$ cat src/design/cpl_pkg.sv
// shared types, widths and codes for the closest point on line block
// no dependencies
`timescale 1ns / 1ps
package cpl_pkg;

   localparam int FRAC_BITS_DEF = 16;
   localparam int DATA_W = 32;
   localparam int OP_W = 33;     // sign-extended operand or difference
   localparam int PROD_W = 66;   // 33 x 33 product
   localparam int DEN_W = 66;    // unsigned sum of two squares
   localparam int TN_W = 67;     // signed sum of two products
   localparam int PH_W = 68;     // upper partial product
   localparam int NUM_W = 104;   // dividend width, holds shifts up to 24 fraction bits
   localparam int Q_W = 34;      // quotient bits developed by the cell row
   localparam int RES_W = Q_W + 2;

   localparam logic [1:0] MODE_GENERAL = 2'd0;
   localparam logic [1:0] MODE_PARAM = 2'd1;
   localparam logic [1:0] MODE_SEGMENT = 2'd2;

   localparam logic [1:0] ST_OK = 2'd0;
   localparam logic [1:0] ST_DEGEN = 2'd1;
   localparam logic [1:0] ST_SAT = 2'd2;

   localparam logic [2:0] REG_MODE = 3'd0;
   localparam logic [2:0] REG_WORD0 = 3'd1;
   localparam logic [2:0] REG_WORD1 = 3'd2;
   localparam logic [2:0] REG_WORD2 = 3'd3;
   localparam logic [2:0] REG_WORD3 = 3'd4;

   typedef enum logic [1:0] {
      KIND_OK,
      KIND_DEGEN,
      KIND_LO,
      KIND_HI
   } cpl_kind_type;

   typedef struct packed {
      logic [1:0]               mode;
      logic signed [DATA_W-1:0] word0;
      logic signed [DATA_W-1:0] word1;
      logic signed [DATA_W-1:0] word2;
      logic signed [DATA_W-1:0] word3;
   } cpl_cfg_type;

   typedef struct packed {
      logic [DEN_W-1:0] rem;
      logic [Q_W-1:0]   num;
      logic [Q_W-1:0]   quo;
      logic             neg;
      logic             ovf;
   } cpl_lane_type;

   typedef struct packed {
      logic              valid;
      cpl_kind_type      kind;
      logic [DEN_W-1:0]  den;
      cpl_lane_type [2:0] lane;
   } cpl_div_type;

   // floor quotient from magnitude quotient, then clamp to 32 bits; msb is the sat flag
   function automatic logic [DATA_W:0] sat_lane(cpl_lane_type ln);
      logic signed [RES_W-1:0] v;
      logic                    sat;
      logic [DATA_W-1:0]       r;
      v = $signed({2'b00, ln.quo});
      if (ln.neg) begin
         v = -v - ((ln.rem != '0) ? RES_W'(1) : RES_W'(0));
      end
      sat = 1'b0;
      r = v[DATA_W-1:0];
      if (ln.ovf) begin
         sat = 1'b1;
         r = ln.neg ? {1'b1, {(DATA_W-1){1'b0}}} : {1'b0, {(DATA_W-1){1'b1}}};
      end else if (v > $signed({{(RES_W-DATA_W+1){1'b0}}, {(DATA_W-1){1'b1}}})) begin
         sat = 1'b1;
         r = {1'b0, {(DATA_W-1){1'b1}}};
      end else if (v < $signed({{(RES_W-DATA_W+1){1'b1}}, {(DATA_W-1){1'b0}}})) begin
         sat = 1'b1;
         r = {1'b1, {(DATA_W-1){1'b0}}};
      end
      return {sat, r};
   endfunction

endpackage

$ cat src/design/cpl_div_cell.sv
// one restoring divide step for the x, y and t quotients
// depends on cpl_pkg
`timescale 1ns / 1ps
module cpl_div_cell import cpl_pkg::*; (
   input  logic        clock,
   input  logic        reset,
   input  cpl_div_type div_in,
   output cpl_div_type div_out
);

   cpl_div_type div_ff;
   cpl_div_type div_nx;

   always_comb begin
      logic [DEN_W:0] trial;
      div_nx = div_in;
      for (int k = 0; k < 3; k++) begin
         trial = {div_in.lane[k].rem, div_in.lane[k].num[Q_W-1]};
         div_nx.lane[k].num = {div_in.lane[k].num[Q_W-2:0], 1'b0};
         if (trial >= {1'b0, div_in.den}) begin
            div_nx.lane[k].rem = DEN_W'(trial - {1'b0, div_in.den});
            div_nx.lane[k].quo = {div_in.lane[k].quo[Q_W-2:0], 1'b1};
         end else begin
            div_nx.lane[k].rem = trial[DEN_W-1:0];
            div_nx.lane[k].quo = {div_in.lane[k].quo[Q_W-2:0], 1'b0};
         end
      end
   end

   always_ff @(posedge clock) begin
      if (reset) begin
         div_ff.valid <= 1'b0;
      end else begin
         div_ff.valid <= div_nx.valid;
      end
      div_ff.kind <= div_nx.kind;
      div_ff.den <= div_nx.den;
      div_ff.lane <= div_nx.lane;
   end

   assign div_out = div_ff;

endmodule

$ cat config.mk
export PLATFORM = sky130hd
export DESIGN_NAME = cpl_div_cell
export DESIGN_NICKNAME = d
export VERILOG_FILES = /design/src/design/cpl_pkg.sv /design/src/design/cpl_div_cell.sv
export SDC_FILE = /design/constraint.sdc
export NUM_CORES = 1
export LEC_CHECK = 0
export CAP_MARGIN = 20
export CORE_AREA = 8 8 368 370
export DETAILED_ROUTE_END_ITERATION = 8
export DIE_AREA = 0 0 376 378
export DONT_BUFFER_PORTS = 1
export RECOVER_POWER = 50
export SLEW_MARGIN = 20
export SYNTH_ARGS = -nofsm -noshare
export SYNTH_HDL_FRONTEND = slang
export SYNTH_SLANG_ARGS = --single-unit
$ cat constraint.sdc
create_clock -name clock -period 3 [get_ports clock]
set_input_delay 0.15 -clock clock [delete_from_list [all_inputs] [get_ports clock]]
set_output_delay 0.15 -clock clock [all_outputs]
set_load 0.02 [all_outputs]
== Word level (Yosys, flattened, before mapping) ==
Index checks and enable logic that the tools add are counted.
Storage, ports and cells
  register bits after elaboration: 474
  bits in latches: 0
  memory bits (writable): 0
  ROM bits: 0
  bits of input ports: 479
  logic and storage cells: 30
  memories kept: 0
Operators by class
  add/sub/neg operators: 3
  multipliers: 0
  divide/modulo/power cells: 0
  $lt $le $gt $ge: 3
  eq/ne operators: 0
  shift-type cells: 0
  muxes and demuxes: 6
  bitwise gates (word level): 0
  reductions and logical operators: 0
Operators by type and width (number)
  greater-or-equal comparator 67 x 66 -> 1 bit: 3
  2-to-1 mux 66 bit: 3
  subtractor 66 bit: 3
  2-to-1 mux 1 bit: 3

== Depth between registers and ports, before layout ==
  depth in word-level cells: 2
  gate-level depth with buffers: 18
  mapped depth without buffers: 16

== Worst setup path before layout ==
Ideal clock, no wire load.
  kind: input to register
  start point: in div_in[69] (netlist bit)
  end point: reg div_ff (netlist bit div_out[130])
  library setup time: 0.121 ns
  arrival time: 3.156 ns
  required time: 2.879 ns
  slack: -0.277 ns
  stages on the path: 16
  buffers on the path: 0
  cell sequence: inv_1 > ha_1 > inv_1 > fa_1 > a21oi_1 > o21ai_1 > a211oi_2 > o31ai_1 > a221oi_2 > o31ai_2 > a31o_2 > o2bb2ai_1 > a211oi_2 > o21ai_1 > xor2_1 > mux2_2
RTL lines
  start, declared: line cpl_div_cell.sv:7  | input cpl_div_type div_in,
  end, declared: line cpl_div_cell.sv:11  | cpl_div_type div_ff;

==> impl.org <==
** Global routing
- Largest net degree at the start of global routing :: 40
- Initial antenna violation count :: 51
- Total overflow reported by the global router :: 0
- The first global-routing pass estimated 217.8 mm of wire.
- The number of global-route vias before repair came to 25730.
- Global routing consumed, over all layers together, 21.97% of the routing resources.

** Die
- Pin placement for this block handled 956 I/O pins.
- Total number of placement rows :: 133
- The floorplan step set the die width to 376 um.
- The die is 378 um tall.
- Area inside the core boundary :: 0.1301 sq mm
- The die covers 0.1421 sq mm.
- Initial cell density of the core :: 18.06%

** Worst setup path
- At the worst endpoint, the arrival time is 3.58 ns.
- For this run, the slowest stage of the critical path takes 0.41 ns.
- The slowest stage of the critical path belongs to the cell sky130_fd_sc_hd__a311o_2.
- Data on the critical path is required at its endpoint by 3.55 ns.
- Total buffers and inverters traversed by the critical path :: 4
- Cells traversed along the worst timing path :: inv_1 -> ha_4 -> buf_4 -> a21o_1 -> nand3_1 -> o22ai_1 -> o2111a_1 -> o21a_1 -> o2111ai_4 -> a211oi_4 -> o211ai_1 -> nor4_2 -> a311o_2 -> buf_12 -> clkbuf_16 -> mux2_1
- The setup path with the least slack is of type input pin to flop.
- Startpoint type of the worst setup path :: input pin
- On the critical path the largest part of the delay comes from compound AO/OA/AOI/OAI gates.
- In this run the worst path has a maximum fanout of 8.
- The worst setup path is captured at a flop.

** Power and ir drop
- VDD sags by at most 0.4861 mV.
- Of the total power, the share spent switching nets is 36.45%.
- Power Density :: 558.2 mW/mm^2
- Cell-internal power :: 14.25 mW
- In this run, the clock network consumes 33.7% of the power.
- Summing internal, switching and leakage power gives 22.43 mW.
- Sw Pwr :: 8.175 mW
- In this run the static leakage power is 17.66 nW.
- Registers are responsible for 39.8% of the overall power.
- Combinational power share :: 26.5%

** STA
- For the final routed database, the setup TNS stands at -0.2848 ns.
- Total count of hold-check failures in the final report :: 24
- The max-slew violation count was 0.
- Transition at the pin with the smallest max-transition slack :: 0.5911 ns
- Maximum frequency from static timing analysis :: 0.3303 GHz
- Setup violations remaining at the end of the flow were counted as 22.
- Minimum clock period after layout :: 3.027 ns
- Post-route fraction of the period consumed by the critical path :: 100.9%
- Final worst setup slack :: -0.02718 ns
- Measured against its own limit, the worst slew margin works out to 60.54%.
- Worst hold slack :: -0.4884 ns

** CTS
- TritonCTS created 61 clock buffers.
- Clock root buffer :: sky130_fd_sc_hd__clkbuf_16
- In this run the number of H-tree levels came out at 2.
- TritonCTS built the clock tree.
- Maximum root-to-sink buffer count :: 3
- Clock sink count :: 474
- Clock-pin slew was measured on the worst setup and hold paths at 0.06 ns.

** Synthesis
- Count of warnings emitted by yosys :: 0
- Proportion of synthesized chip area in sequential cells :: 40.37%
- Post-Syn Instances :: 2715
- In this run the cell area of the synthesized design comes to 0.02351 sq mm.
- The most used flip-flop cell after synthesis is sky130_fd_sc_hd__dfxtp_1.
- Syn Area/Cell :: 8.658 sq um
- Share of async-settable or async-resettable flops after synthesis :: 0%
- The netlist uses 81 different library cells.
- The synthesized design contains 474 register bits.
- Counting flops with a built-in enable in the synthesized netlist gives 0.

** Drt
- Count of TritonRoute iterations in the first routing pass :: 5
- Post-route ant nets :: 0
- In the routed design, unresolved DRC markers number 0.
- WL per Instance :: 29.11 um
- Vias after detailed routing :: 26010
- Vias per Instance :: 4.460
- After detailed routing, the total wire length is 169.8 mm.
- The first routing iteration left 1945 violations.

** Placement
- Placement Cell Area :: 0.03079 sq mm
- The count of buffers added on input and output ports is 0.
- Dpl ws :: -0.7383 ns
- The HPWL after detailed placement is 137.2 mm.
- Routability-driven placement finished with a final weighted congestion of 0.9235.
- Dpl cells :: 5032

** Layout
- Final instance area :: 0.04018 sq mm
- The library cell used most frequently in the layout, excluding fill and tap cells, is sky130_fd_sc_hd__buf_4.
- In the layout the commonest cells are sky130_fd_sc_hd__buf_4, sky130_fd_sc_hd__dlygate4sd3_1, sky130_fd_sc_hd__dfxtp_1, sky130_fd_sc_hd__a21oi_1, sky130_fd_sc_hd__nand2_1.
- Share of layout cells above drive strength 1 :: 23.84%
- Compared with the post-synthesis result, the final layout area differs by 70.93%.
- The net count of the finished layout is 4676.
- Cells fill 30.88% of the core in the end.
- The register with the most flip-flops in the layout has 474 of them.
- Number of non-filler instances in the completed layout :: 5832

** Run status
- The checks that failed: hold timing, setup timing.
- The flow ran to the end, but the final reports show violations.

** Hold path
- Worst hold path stage count :: 0
- Start point of the worst min-delay path :: div_in[409]
- Destination of the worst hold path :: div_out[409]
- Worst hold path class :: input pin to flop

** Flow run
- Count of maximum capacitance violations :: 0
[final cells by class]
type | count | area, sq um
Antenna cell | 30 | 75.07
Clock buffer | 72 | 1638
Clock inverter | 42 | 401.6
Fill cell | 13630 | 89950
Inverter | 137 | 560.5
Multi-Input combinational cell | 1982 | 13690
Sequential cell | 474 | 9489
Tap cell | 1755 | 2196
Timing Repair Buffer | 1340 | 12130
[Yosys cell counts, drive strengths merged (31+ instances only)]
library cell | count | area share [%]
ha | 198 | 11
o21ai | 205 | 4.4
xor2 | 82 | 3.1
nand2 | 241 | 3.9
buf | 36 | 0.86
nand3 | 39 | 0.85
dfxtp | 474 | 40
clkbuf | 88 | 1.4
o21bai | 49 | 1.6
inv | 137 | 2.2
nand4 | 64 | 1.7
mux2 | 35 | 1.7
nor2 | 217 | 3.5
a21oi | 332 | 7.1
a21o | 98 | 3.1
xnor2 | 102 | 3.8
nor3 | 31 | 0.72
[worst max-delay path by stage]
stage / slack (ns) / end / cells after the start / from
floorplan: -0.06 / div_out[343] / 16 / div_in[422]
global placement: -0.79 / div_out[244] / 17 / div_in[205]
detailed placement: -0.74 / div_out[244] / 17 / div_in[205]
CTS: 0.004 / div_out[213] / 15 / div_in[240]
global route: -0.01 / div_out[386] / 15 / div_in[343]
finish: -0.03 / div_out[235] / 16 / div_in[414]
[layer usage]
layer  GRT usage, %  share of wire, %  vias up
li1               -                 -    12210
met1          23.21                37    12340
met2          40.55                51     1218
met3          7.308               8.6      225
met4          7.979               4.1       24
met5              0             0.084        -
[power groups by stage]
stage                     combinational, mW  clock [mW]  sequential, mW
final                                  5.95        7.55            8.93
after global placement                 4.82           0            9.18
after global routing                   6.41        8.03            8.99
after detailed placement               4.83           0            9.15
after CTS                              5.59        7.78            9.02
after floorplan                        2.68           0            8.41
[cell families after synthesis]
group,Yosys count,share of synthesized area [%]
other cells,1,0.01595
mux,36,1.719
compound gates,847,21.81
buf+inv,261,4.455
xor+xnor,184,6.856
flops,474,40.37
fa+ha+maj,201,10.79
simple gates,711,13.98
[repair_timing]
item	4_1_cts	5_1_grt
hold buffers	592	35
gates cloned	0	6
buffers inserted	0	26
hold endpoints to repair	471	54
endpoints found under the setup margin	1	168
gates resized for setup	1	109
pin swaps	0	43
(Power assumes the default switching activity.)
